File: src/rtl/mhq_pkg.sv
// shared types and constants of the mesh hop latency delivery queue
package mhq_pkg;

   localparam int OUT_LIMIT = 16;
   localparam int N_W       = 5;
   localparam int LMAX_SAT  = 8191;

   localparam logic [1:0] KIND_INJECT  = 2'd0;
   localparam logic [1:0] KIND_DELIVER = 2'd1;
   localparam logic [1:0] KIND_IDLE    = 2'd2;

   localparam logic [1:0] STATUS_OK    = 2'd0;
   localparam logic [1:0] STATUS_RANGE = 2'd1;
   localparam logic [1:0] STATUS_FULL  = 2'd2;

   localparam logic [1:0] REG_COLS     = 2'd0;
   localparam logic [1:0] REG_ROWS     = 2'd1;
   localparam logic [1:0] REG_HOP_LAT  = 2'd2;

   typedef struct packed {
      logic [15:0] tile_id;
      logic [31:0] tile_size;
      logic [7:0]  src;
      logic [7:0]  dst;
      logic [47:0] sent_at;
      logic [48:0] due_at;
   } entry_type;

   typedef struct packed {
      logic load;
      logic shift;
   } cell_ctl_type;

   typedef struct packed {
      logic [1:0]  kind;
      logic [1:0]  status;
      entry_type   entry;
      logic [31:0] delivered;
      logic [63:0] latency_total;
      logic [12:0] latency_max;
      logic        last;
   } rsp_type;

endpackage

File: src/rtl/mhq_cell.sv
// one queue slot of the packed delivery queue chain
module mhq_cell
   import mhq_pkg::*;
(
   input  logic         clock,
   input  logic         reset,
   input  cell_ctl_type ctl,
   input  entry_type    wr_data,
   input  entry_type    up_data,
   input  logic         up_valid,
   output entry_type    data,
   output logic         valid
);

   entry_type data_ff;
   logic      valid_ff;

   always_ff @(posedge clock) begin
      if (ctl.load) begin
         data_ff <= wr_data;
      end else if (ctl.shift) begin
         data_ff <= up_data;
      end
   end

   always_ff @(posedge clock) begin
      if (reset) begin
         valid_ff <= 1'b0;
      end else if (ctl.load) begin
         valid_ff <= 1'b1;
      end else if (ctl.shift) begin
         valid_ff <= up_valid;
      end
   end

   assign data  = data_ff;
   assign valid = valid_ff;

endmodule

File: config.mk
export PLATFORM = sky130hd
export DESIGN_NAME = mhq_cell
export DESIGN_NICKNAME = d
export VERILOG_FILES = /design/src/rtl/mhq_pkg.sv /design/src/rtl/mhq_cell.sv
export SDC_FILE = /design/constraint.sdc
export NUM_CORES = 1
export LEC_CHECK = 0
export ABC_AREA = 0
export BUFFER_PORTS_ARGS = -buffer_cell sky130_fd_sc_hd__clkbuf_2
export CORE_AREA = 3 3 189 191
export CTS_BUF_LIST = sky130_fd_sc_hd__clkbuf_8 sky130_fd_sc_hd__clkbuf_16
export CTS_CLUSTER_DIAMETER = 30
export DETAILED_ROUTE_END_ITERATION = 16
export DIE_AREA = 0 0 192 194
export HOLD_SLACK_MARGIN = 0.12
export PLACE_DENSITY = 0.55
export SETUP_SLACK_MARGIN = 0.05
export SYNTH_ARGS = -nofsm -noshare
export SYNTH_HDL_FRONTEND = slang
export SYNTH_SLANG_ARGS = --single-unit
File: constraint.sdc
create_clock -name clock -period 7.3 [get_ports clock]
set_input_delay 0.365 -clock clock [delete_from_list [all_inputs] [get_ports clock]]
set_output_delay 0.365 -clock clock [all_outputs]
set_load 0.02 [all_outputs]
==> metrics <==
Mapped Area=0.007094 mm2; status=finished clean; clock sink count=162; layout cells sized above 1=79.79%; CP Capture Type=flop; grt ovf=0; CP max stage cell=buf_4; CP Buf/Inv Count=2; Least-Margin Pin Slew=0.9584 ns; Placed Cells=1274; die area=0.03725 mm2; Max Freq=0.5133 GHz; largest net degree at the start of global routing=75; min cycle time layout=1.948 ns; Worst Path Arrival=2.00 ns; RSZ-0062 raised after global routing=no; final wirelength=20740 um; Peak supply drop=146.9 uV; Syn Area/Cell=20.56 um2; Cells after Synth=345; final instance area=0.01057 mm2; Avg WL per Cell=15.87 um; Die Wd=192 um; max-slew violation count=0; DR vias=4822; Clock Latency Late Sink=0.43 ns; crit path max fanout=74; Initial Util=20.69%; Area growth syn-to-layout=48.94%; Total GRT Usage=10.73%; CTS H-tree lvls=4; fillers=3495; CTS buffer count=17; Hold Fails Final Rpt=0; clk slew on worst S/H paths=0.07 ns; clock buffer depth=2; FP Rows=68; via density per instance=3.689; global-route wire length before repair=29240 um; CP delay by family, top=buffers and inverters; sequential area share after synthesis=68.43%; DRT antenna net count=0; startpoint types=primary input; Setup TNS=0 ns; Syn Nets=672; clock root buffer master=clkbuf_16; placed instance area=0.01000 mm2; Yosys cell types=10; GP Congestion=0.7068; post-route clock period utilization=26.69%; LEAKAGE=4.927 nW; nets@finish=1166; Ports=489; Ys Warns=0; CTS tree=yes; Worst EP required=7.35 ns; CP Cell Sequence=clkbuf_8, or2_4, buf_4; core box area=0.03429 mm2; fin cells=1307; drc violations=0; DRT Pass-1 Iters=4; Iter 0 DRT Violations=126; die height=194 um; initial antenna violation count=1; Tot Pwr=0.002494 W; max_slew headroom=36.11%; dpl hpwl=16740 um; Worst path max stage delay=0.75 ns; Power Dens Cells=236.1 mW/mm2; Layout Utilization=30.82%; FF/Latch Area=0.004855 mm2; PortBufs=488; Synth Register Bits=162; multi-input logic area=0.002092 mm2; Hold Path Class=in -> reg; Layout Skew=0 ns; crit path kind=in -> reg; endpoints failing setup=0; max_cap viols=0; vias in the first global route=5044
==> synth_stat cells (all sizes together) <==
cell,count,area share (%)
mux2,161,29
a21oi,1,0.070
dfxtp,1,0.28
or2,1,0.088
mux2i,1,0.14
edfxtp,161,68
buf,18,2.1
inv,1,0.053
==> state kept, by name (all words and copies together), names as in the netlist <==
register / flops
valid: 1
data: 161
==> cell families after synthesis <==
kind of cell	Yosys count	synth area share (%)
AO/OA/AOI/OAI	1	0.07048
buffers and inverters	19	2.116
flip-flops	162	68.43
multiplexers	162	29.29
AND/OR/NAND/NOR	1	0.08824
==> repair_timing <==
item                                   in CTS  in global routing
hold buffers                                1                  0
endpoints found under the hold margin       1                  0
resized for setup                           0                  0
buffers inserted                            0                  0
==> power by group <==
| group | leakage (nW) | switching (W) | internal, W |
|---|---|---|---|
| clock | 0.287 | 0.000361 | 0.000494 |
| sequential | 1.65 | 0.0000291 | 0.00114 |
| combinational | 2.99 | 0.000260 | 0.000208 |
==> final cells by class <==
class,count,area share [%]
antenna,1,0.02368
clock buffer,17,4.026
clock inverter,14,1.208
inverter,1,0.03552
multi-input combinational,164,19.80
sequential,162,45.94
tap,455,5.388
timing repair buffer,493,23.58
==> cells in the final DEF (no fill, tap or decap) <==
cell,count
clkinv_1,2
bufinv_16,2
diode_2,1
buf_4,4
clkinv_4,4
a21oi_1,1
clkbuf_2,487
clkinv_2,2
dlygate4sd3_1,1
mux2_4,68
mux2i_1,1
inv_1,5
clkbuf_8,1
clkbuf_16,17
or2_4,1
edfxtp_1,161
dfxtp_1,1
mux2_2,93
==> per-layer routing <==
layer	up-vias	wire, um	track usage (%)
met2	298	10950	19.88
met4	0	294	3.724
met5	-	0	0
met3	13	2376	5.008
li1	2347	-	-
met1	2164	7120	10.30
==> metrics by stage <==
step,hold slack [ns],setup WS [ns]
2_1_floorplan,0.4341,4.085
3_3_place_gp,0.5228,4.926
3_5_place_dp,0.5383,4.887
4_1_cts,0.1819,5.377
5_1_grt,0.1860,5.237
6_report,0.2273,5.352
==> worst reg2reg max path, delay by kind of cell, from the launching register on <==
family | cells | cell delay, ns
AOI/OAI and AO/OA | 1 | 0.08
DFF | 1 | 0.32
muxes | 1 | 0.12
==> worst paths after layout <==
check / from / slack (ns) / cells after the start / to
max: ctl[1] / 5.35 / 3 / data[22]
min: wr_data[48] / 0.23 / 2 / data[48]
max reg2reg: valid / 6.68 / 2 / valid
min reg2reg: valid / 0.56 / 2 / valid
(Power assumes the default switching activity.)
