<file path="src/rtl/mhq_pkg.sv">
// shared types and constants of the mesh hop latency delivery queue
package mhq_pkg;

   localparam int OUT_LIMIT = 16;
   localparam int N_W       = 5;
   localparam int LMAX_SAT  = 8191;

   localparam logic [1:0] KIND_INJECT  = 2'd0;
   localparam logic [1:0] KIND_DELIVER = 2'd1;
   localparam logic [1:0] KIND_IDLE    = 2'd2;

   localparam logic [1:0] STATUS_OK    = 2'd0;
   localparam logic [1:0] STATUS_RANGE = 2'd1;
   localparam logic [1:0] STATUS_FULL  = 2'd2;

   localparam logic [1:0] REG_COLS     = 2'd0;
   localparam logic [1:0] REG_ROWS     = 2'd1;
   localparam logic [1:0] REG_HOP_LAT  = 2'd2;

   typedef struct packed {
      logic [15:0] tile_id;
      logic [31:0] tile_size;
      logic [7:0]  src;
      logic [7:0]  dst;
      logic [47:0] sent_at;
      logic [48:0] due_at;
   } entry_type;

   typedef struct packed {
      logic load;
      logic shift;
   } cell_ctl_type;

   typedef struct packed {
      logic [1:0]  kind;
      logic [1:0]  status;
      entry_type   entry;
      logic [31:0] delivered;
      logic [63:0] latency_total;
      logic [12:0] latency_max;
      logic        last;
   } rsp_type;

endpackage

</file>
<file path="src/rtl/mhq_div.sv">
// restoring divider, router index by column count, one quotient bit per cycle
module mhq_div
   import mhq_pkg::*;
(
   input  logic       clock,
   input  logic       reset,
   input  logic       start,
   input  logic [7:0] dividend,
   input  logic [4:0] divisor,
   output logic       busy,
   output logic [7:0] quotient,
   output logic [4:0] remainder
);

   logic [7:0] q_ff;
   logic [4:0] r_ff;
   logic [4:0] d_ff;
   logic [2:0] cnt_ff;
   logic       busy_ff;
   logic [5:0] trial;
   logic       take;
   logic [4:0] r_in;

   assign trial = {r_ff, q_ff[7]};
   assign take  = trial >= {1'b0, d_ff};
   assign r_in  = take ? 5'(trial - {1'b0, d_ff}) : trial[4:0];

   always_ff @(posedge clock) begin
      if (start) begin
         q_ff <= dividend;
         r_ff <= '0;
         d_ff <= divisor;
      end else if (busy_ff) begin
         q_ff <= {q_ff[6:0], take};
         r_ff <= r_in;
      end
   end

   always_ff @(posedge clock) begin
      if (reset) begin
         busy_ff <= 1'b0;
         cnt_ff  <= '0;
      end else if (start) begin
         busy_ff <= 1'b1;
         cnt_ff  <= '0;
      end else if (busy_ff) begin
         cnt_ff <= cnt_ff + 3'd1;
         if (cnt_ff == 3'd7) begin
            busy_ff <= 1'b0;
         end
      end
   end

   assign busy      = busy_ff;
   assign quotient  = q_ff;
   assign remainder = r_ff;

endmodule

</file>
<file path="config.mk">
export PLATFORM = sky130hd
export DESIGN_NAME = mhq_div
export DESIGN_NICKNAME = d
export VERILOG_FILES = /design/src/rtl/mhq_pkg.sv /design/src/rtl/mhq_div.sv
export SDC_FILE = /design/constraint.sdc
export NUM_CORES = 1
export LEC_CHECK = 0
export ABC_AREA = 1
export BUFFER_PORTS_ARGS = -buffer_cell sky130_fd_sc_hd__buf_2
export CORE_UTILIZATION = 49
export DETAILED_ROUTE_END_ITERATION = 10
export PLACE_DENSITY = 0.75
export SYNTH_ARGS = -nofsm -noshare
export SYNTH_HDL_FRONTEND = slang
export SYNTH_SLANG_ARGS = --single-unit
</file>
<file path="constraint.sdc">
create_clock -name clock -period 4 [get_ports clock]
set_clock_uncertainty 0.1 [all_clocks]
set_input_delay 1 -clock clock [delete_from_list [all_inputs] [get_ports clock]]
set_output_delay 1 -clock clock [all_outputs]
set_load 0.05 [all_outputs]
</file>
==> impl_results.rst, run 1 <==
.. list-table::
   :header-rows: 1

   * - Metric
     - Value
   * - Number of instances on the worst hold path
     - 2
   * - Critical Path, Cell by Cell
     - buf_2
   * - Number of clock buffers inserted by TritonCTS
     - 3
   * - Final-stage net count
     - roughly 190
   * - Unique masters post-synth
     - 22
   * - Cell types with the highest counts after synthesis
     - nand2_1 (50), inv_1 (14), edfxtp_1 (13)
   * - Count of placed standard cells including taps
     - 185
   * - Post-synthesis cell type with the largest combined area
     - edfxtp_1
   * - PD cells
     - 401 nW/um2
   * - Count of unresolved DRC violations after routing
     - 0
   * - Initial antenna violation count
     - 0
   * - Synthesized-area fraction occupied by and/or/nand/nor cells
     - 0.315
   * - Crit share post-route
     - 0.539
   * - Endpoint with the worst hold slack
     - cnt_ff[1]
   * - Compound-Gate Fraction of Synth Area
     - 0.0376
   * - Count of yosys warnings during synthesis
     - 0
   * - Die extent in y
     - 50.8 um
   * - Slowest stage cell on the critical path
     - dfxtp_1
   * - Fraction of layout cells with a size suffix above 1
     - 0.267
   * - # H-tree levels
     - 1
   * - I/O pin count
     - 30
   * - Primary FF master, synth
     - edfxtp_1
   * - Reg power frac
     - 0.502
   * - Number of enable flip-flop cells after synthesis
     - 13
   * - Register-to-register path setup slack
     - 2.13 ns
   * - Violation count after the first detailed-routing iteration
     - 12
   * - Xor and xnor fraction of the mapped netlist area
     - 0.00751
   * - Crit path max fanout
     - 5
   * - Routed wire per std cell
     - 11.2 um
   * - Setup repair after global routing missed its margin
     - no
   * - TritonRoute pass-1 iters
     - 4
   * - Origin of the critical flop-to-flop path
     - quotient[7]
   * - Sequential element share of the synthesized area
     - 0.489
   * - Number of resized instances in the post-cts repair step
     - 0
   * - Switching share of total power
     - 0.355
   * - Actual transition at the worst max-transition pin
     - roughly 0.40 ns
   * - Remaining global-route overflow
     - 0
   * - Min-Delay Path Class
     - flop to flop
   * - Buf/Inv on CP
     - 1
   * - Num Clock Sinks
     - 22
   * - Post-Synth Adder-Cell Area
     - 0.0923
   * - Vias in the first global route
     - ~860
   * - Most frequent cell after synthesis
     - nand2_1
   * - Post-synthesis register bit count
     - 22
   * - Synthesized area
     - ~1200 um2
   * - Placeable Area
     - approximately 2200 um2
   * - Count of filler cells inserted in the layout
     - around 220
   * - Port bufs
     - 29
   * - Leakage power
     - a little over 0.7 nW
   * - Number of standard cells in the layout, taps in and fillers out
     - 189
   * - Max-slew violation count
     - 0
   * - Met1 Wirelength
     - ~950 um
   * - Via-per-instance ratio
     - 4.97
   * - Met3 Routed Length
     - 74 um
   * - Library cell used as clock root buffer
     - clkbuf_4
   * - CTS Hold Buffers Added
     - 0
   * - Gate Count Post-Synth
     - between 100 and 150
   * - Cells taking the most area after synthesis
     - edfxtp_1 (33%), nand2_1 (16%), dfxtp_1 (15%)
   * - Combinational share of power
     - 0.315
   * - Via Count
     - approximately 940
   * - Sum of negative setup slack
     - 0 ns
   * - Placer congestion estimate
     - 0.787
   * - Endpoints failing hold
     - 0
   * - Capturing element type of the critical path
     - output pin
   * - Multi-input combinational cell area
     - 528 um2
   * - Global-route total usage across every layer
     - 0.183
   * - Sequential standard cell area
     - around 570 um2
   * - Top routing layer in use
     - met4
   * - Synthesized Nets
     - 153
   * - Fraction of synthesized area in multiplexers
     - 0
   * - WHS
     - roughly 0.37 ns
   * - Status
     - finished, final reports clean
   * - Avg Cell Area, Syn
     - 9.04 um2
   * - Worst vdd ir
     - 0.330 mV
   * - Crit-path max cell delay
     - approximately 0.46 ns
   * - Layout-stage area growth over the synthesis result
     - 17.1%
   * - Overall die area
     - 2580 um2
   * - Reg-to-reg critical path endpoint
     - quotient[0]
   * - Critical path data arrival time
     - 1.06 ns
   * - HPWL Detailed
     - 1630 um
   * - Worst R2R Path Depth
     - 8
   * - Worst-path clk slew
     - 0.11 ns
   * - Relative max-transition margin
     - 0.736
   * - Highest attainable clock frequency
     - between 400 and 500 MHz
   * - Category of the most critical setup path
     - flop to output pin
   * - Skew-Pair Late Insertion Delay
     - ~0.30 ns
   * - Post-Layout Inst Area
     - 1370 um2
   * - Antenna diode count
     - 0
   * - Power spent charging and discharging nets
     - 0.000194 W
   * - Time the worst path needs with I/O delays and setup
     - between 2 and 2.5 ns
   * - Post-synth top area share
     - 0.335
   * - First-pass GRT wire length
     - 3510 um
   * - Starting utilization of the core area
     - 0.522
   * - Total routed wirelength
     - 2120 um
   * - Chip Width
     - approximately 51 um
   * - Clock tree from TritonCTS
     - built
   * - CP delay by family, top
     - flip-flops
   * - Beginning of the worst hold path
     - cnt_ff[1]
   * - Routed met2 length
     - ~1100 um
   * - Row Count
     - 17
   * - Antenna violation net count after detailed routing
     - 0
   * - Required @ worst endpoint
     - 2.90 ns
   * - Dominant combinational cell family by area after synthesis
     - simple AND/OR/NAND/NOR gates
   * - Post-CTS setup repair buffer count
     - 0
   * - Total setup violations reported at the end of the flow
     - 0
   * - Number of maximum-capacitance violations
     - 0
   * - Internal Power
     - 0.000353 W
   * - Pin count of the biggest net entering global routing
     - 17
   * - Nature of the critical path startpoint
     - flop
   * - Clk buf depth
     - 2
   * - Fraction of registers with async set/reset
     - 0
   * - Post-detailed-placement cell area
     - 1340 um2
   * - Final Core Density
     - 0.611
   * - Power share of the clock group
     - 0.183
## power groups by stage
| stage | Sequential (W) | Combinational [W] | Clock (W) |
|---|---|---|---|
| floorplan | 0.000328 | 0.0000844 | 0 |
| global placement | 0.000279 | 0.000167 | 0 |
| detailed placement | 0.000280 | 0.000173 | 0 |
| CTS | 0.000275 | 0.000173 | 0.000105 |
| global route | 0.000277 | 0.000189 | 0.000111 |
| finish | 0.000275 | 0.000172 | 0.000100 |
## flip-flops by register name, indices dropped and copies added, names as in the netlist
register,count
busy,1
cnt_ff,3
d_ff,5
quotient,8
remainder,5
## worst max-delay path by stage
stage                       from  depth (start not counted)           end  slack (ns)
floorplan            quotient[7]                          8   quotient[0]        1.98
global placement           start                          3   quotient[3]        1.84
detailed placement         start                          3   quotient[4]        1.78
CTS                 remainder[0]                          1  remainder[0]        1.83
global route        remainder[0]                          1  remainder[0]        1.79
finish              remainder[0]                          1  remainder[0]        1.84
## through the flow
stage	setup slack, ns	total power (W)
CTS	1.83	0.000552
floorplan	1.98	0.000412
detailed placement	1.78	0.000452
global placement	1.84	0.000447
finish	1.84	0.000547
global route	1.79	0.000577
## layout make-up
class                           count  area share
Clock buffer                        4      0.0192
Inverter                           16      0.0440
Multi-Input combinational cell     90       0.387
Sequential cell                    22       0.418
Tap cell                           28      0.0257
Timing Repair Buffer               29       0.106
## routing by layer
metal / vias to the layer above / global-route usage
met5: - / 0
met4: 0 / 0.0833
li1: 479 / -
met1: 435 / 0.223
met3: 2 / 0.0182
met2: 23 / 0.324
## layout by cell type (no fill, tap or decap), drive strengths merged, types with 4 or more instances in the layout
master and n:
edfxtp 13, or2 4, nor2 7, ha 7, buf 29, inv 16, a21oi 5, nand3 12
nand2 51, clkbuf 4, dfxtp 9
## cells by family after synthesis
family,count (synthesis)
AND/OR/NAND/NOR,74
flip-flops,22
buffers and inverters,17
adder cells (fa/ha/maj),8
AO/OA/AOI/OAI,7
XOR/XNOR,1
(Power assumes the default switching activity.)
==> inputs of run 2 (changes only) <==
clock period = 2.19 ns   (was 4 ns; I/O delays follow)
==> impl_results.rst, run 2 (synthesis gave the netlist of run 1 again) <==
.. list-table::
   :header-rows: 1

   * - Metric
     - Value
   * - Actual transition at the worst max-transition pin
     - 0.406 ns
   * - Worst R2R Path Depth
     - 8
   * - Crit path max fanout
     - 7
   * - Remaining global-route overflow
     - 0
   * - Number of flip-flops under the largest register name
     - 8
   * - Crit-path max cell delay
     - around 0.4 ns
   * - CTS Hold Buffers Added
     - 0
   * - Setup repair after global routing missed its margin
     - no
   * - I/O pin count
     - 30
   * - Routed wire per std cell
     - 11.1 um
   * - Global-route total usage across every layer
     - 0.201
   * - Antenna violation net count after detailed routing
     - 0
   * - Number of resized instances in the post-cts repair step
     - 0
   * - Multi-input combinational cell area
     - 528 um2
   * - Category of the most critical setup path
     - flop to flop
   * - Origin of the critical flop-to-flop path
     - quotient[7]
   * - Reg-to-reg critical path endpoint
     - quotient[0]
   * - Relative max-transition margin
     - 0.729
   * - Placer congestion estimate
     - 0.854
   * - Endpoint with the worst hold slack
     - d_ff[4]
   * - Number of clock buffers inserted by TritonCTS
     - 3
   * - Skew-Pair Late Insertion Delay
     - 0.30 ns
   * - Sum of negative setup slack
     - 0 ns
   * - Time the worst path needs with I/O delays and setup
     - 1.84 ns
   * - Post-detailed-placement cell area
     - 1350 um2
   * - Beginning of the worst hold path
     - divisor[4]
   * - Crit share post-route
     - 0.839
   * - Row Count
     - 17
   * - Initial antenna violation count
     - 0
   * - Starting utilization of the core area
     - 0.522
   * - Nature of the critical path startpoint
     - flop
   * - Endpoints failing hold
     - 0
   * - First-pass GRT wire length
     - just under 4000 um
   * - Clock tree from TritonCTS
     - built
   * - Worst vdd ir
     - 0.483 mV
   * - Violation count after the first detailed-routing iteration
     - 25
   * - Library cell used as clock root buffer
     - clkbuf_4
   * - Pin count of the biggest net entering global routing
     - 17
   * - Highest attainable clock frequency
     - between 500 and 600 MHz
   * - Worst Setup SP
     - quotient[7]
   * - Total setup violations reported at the end of the flow
     - 0
   * - Status
     - finished, final reports clean
   * - Most common library cell in the layout ignoring fill and taps
     - nand2_1
   * - Vias in the first global route
     - 911
   * - Post-Layout Inst Area
     - 1370 um2
   * - Num Clock Sinks
     - 22
   * - Worst-path clk slew
     - roughly 0.12 ns
   * - WHS
     - roughly 0.31 ns
   * - # H-tree levels
     - 1
   * - Final-stage net count
     - 187
   * - Min-Delay Path Class
     - primary input to flop
   * - Die extent in y
     - 50.8 um
   * - Number of instances on the worst hold path
     - 1
   * - Via-per-instance ratio
     - 4.88
   * - Leakage power
     - between 0.7 and 0.8 nW
   * - Number of maximum-capacitance violations
     - 0
   * - Register-to-register path setup slack
     - 0.35 ns
   * - Leading cell types in the layout, fill and taps excluded
     - nand2_1 (50), buf_2 (29), inv_1 (14), edfxtp_1 (13), nand3_1 (11)
   * - TritonRoute pass-1 iters
     - 4
   * - Slowest stage cell on the critical path
     - fa_1
   * - Total routed wirelength
     - 2100 um
   * - Placeable Area
     - 2230 um2
   * - Count of unresolved DRC violations after routing
     - 0
   * - Layout-stage area growth over the synthesis result
     - 17.7%
   * - Sequential standard cell area
     - 571 um2
   * - Critical Path, Cell by Cell
     - inv_1, ha_1, inv_1, fa_1, nand2_1, nand2_1, nand3_4, a31oi_1
   * - Fraction of layout cells with a size suffix above 1
     - 0.272
   * - Capturing element type of the critical path
     - flop
   * - Post-CTS setup repair buffer count
     - 0
   * - Required @ worst endpoint
     - 2.15 ns
   * - Port bufs
     - 29
   * - Max-slew violation count
     - 0
   * - Clk buf depth
     - 2
   * - PD cells
     - 726 nW/um2
   * - Antenna diode count
     - 0
   * - Critical path data arrival time
     - 1.79 ns
   * - Count of filler cells inserted in the layout
     - 215
   * - Overall die area
     - 2580 um2
   * - HPWL Detailed
     - 1660 um
   * - Chip Width
     - 50.8 um
   * - Via Count
     - 927
run 2: worst max-delay path: cells and delay by family, from the launching register on:
kind | cells | cell delay [ns]
buf+inv | 2 | 0.15
fa+ha+maj | 2 | 0.55
simple gates | 3 | 0.30
compound gates | 1 | 0.11
flops | 1 | 0.39
run 2: stage by stage:
| step | std cells | utilization | setup WS [ns] | total power (W) |
|---|---|---|---|---|
| floorplan | 129 | - | 0.172 | 0.000752 |
| global placement | 186 | 0.603 | 0.434 | 0.000819 |
| detailed placement | 186 | 0.603 | 0.358 | 0.000826 |
| CTS | 190 | 0.615 | 0.351 | 0.00101 |
| global route | 190 | 0.615 | 0.199 | 0.00106 |
| finish | 190 | 0.615 | 0.352 | 0.000997 |
run 2: how the worst max path moves through the flow:
stage	end	slack, ns	cells after the start
finish	quotient[0]	0.35	8
CTS	quotient[0]	0.35	8
detailed placement	quotient[0]	0.36	8
global route	remainder[4]	0.20	11
global placement	quotient[0]	0.43	8
floorplan	quotient[0]	0.17	8
run 2: report_power, final:
part           total, W  internal, W  leakage [nW]  switching, W
Sequential     0.000500     0.000478         0.204     0.0000223
Combinational  0.000317    0.0000979         0.490      0.000219
Clock          0.000180    0.0000708        0.0150      0.000109
run 2: area by class of cell:
class / instances / area share
inverters: 16 / 0.0438
repair buffers: 30 / 0.111
multi-input cells: 90 / 0.385
flip-flops and latches: 22 / 0.416
well taps: 28 / 0.0255
clock buffers: 4 / 0.0191
run 2: routing by layer:
layer	global-route usage	share of wire	vias up	routed length, um
met1	0.264	0.44	420	930
met2	0.338	0.51	25	1070
met5	0	0	-	0
met3	0.0182	0.040	2	85
li1	-	-	480	-
met4	0.0833	0.0081	0	17
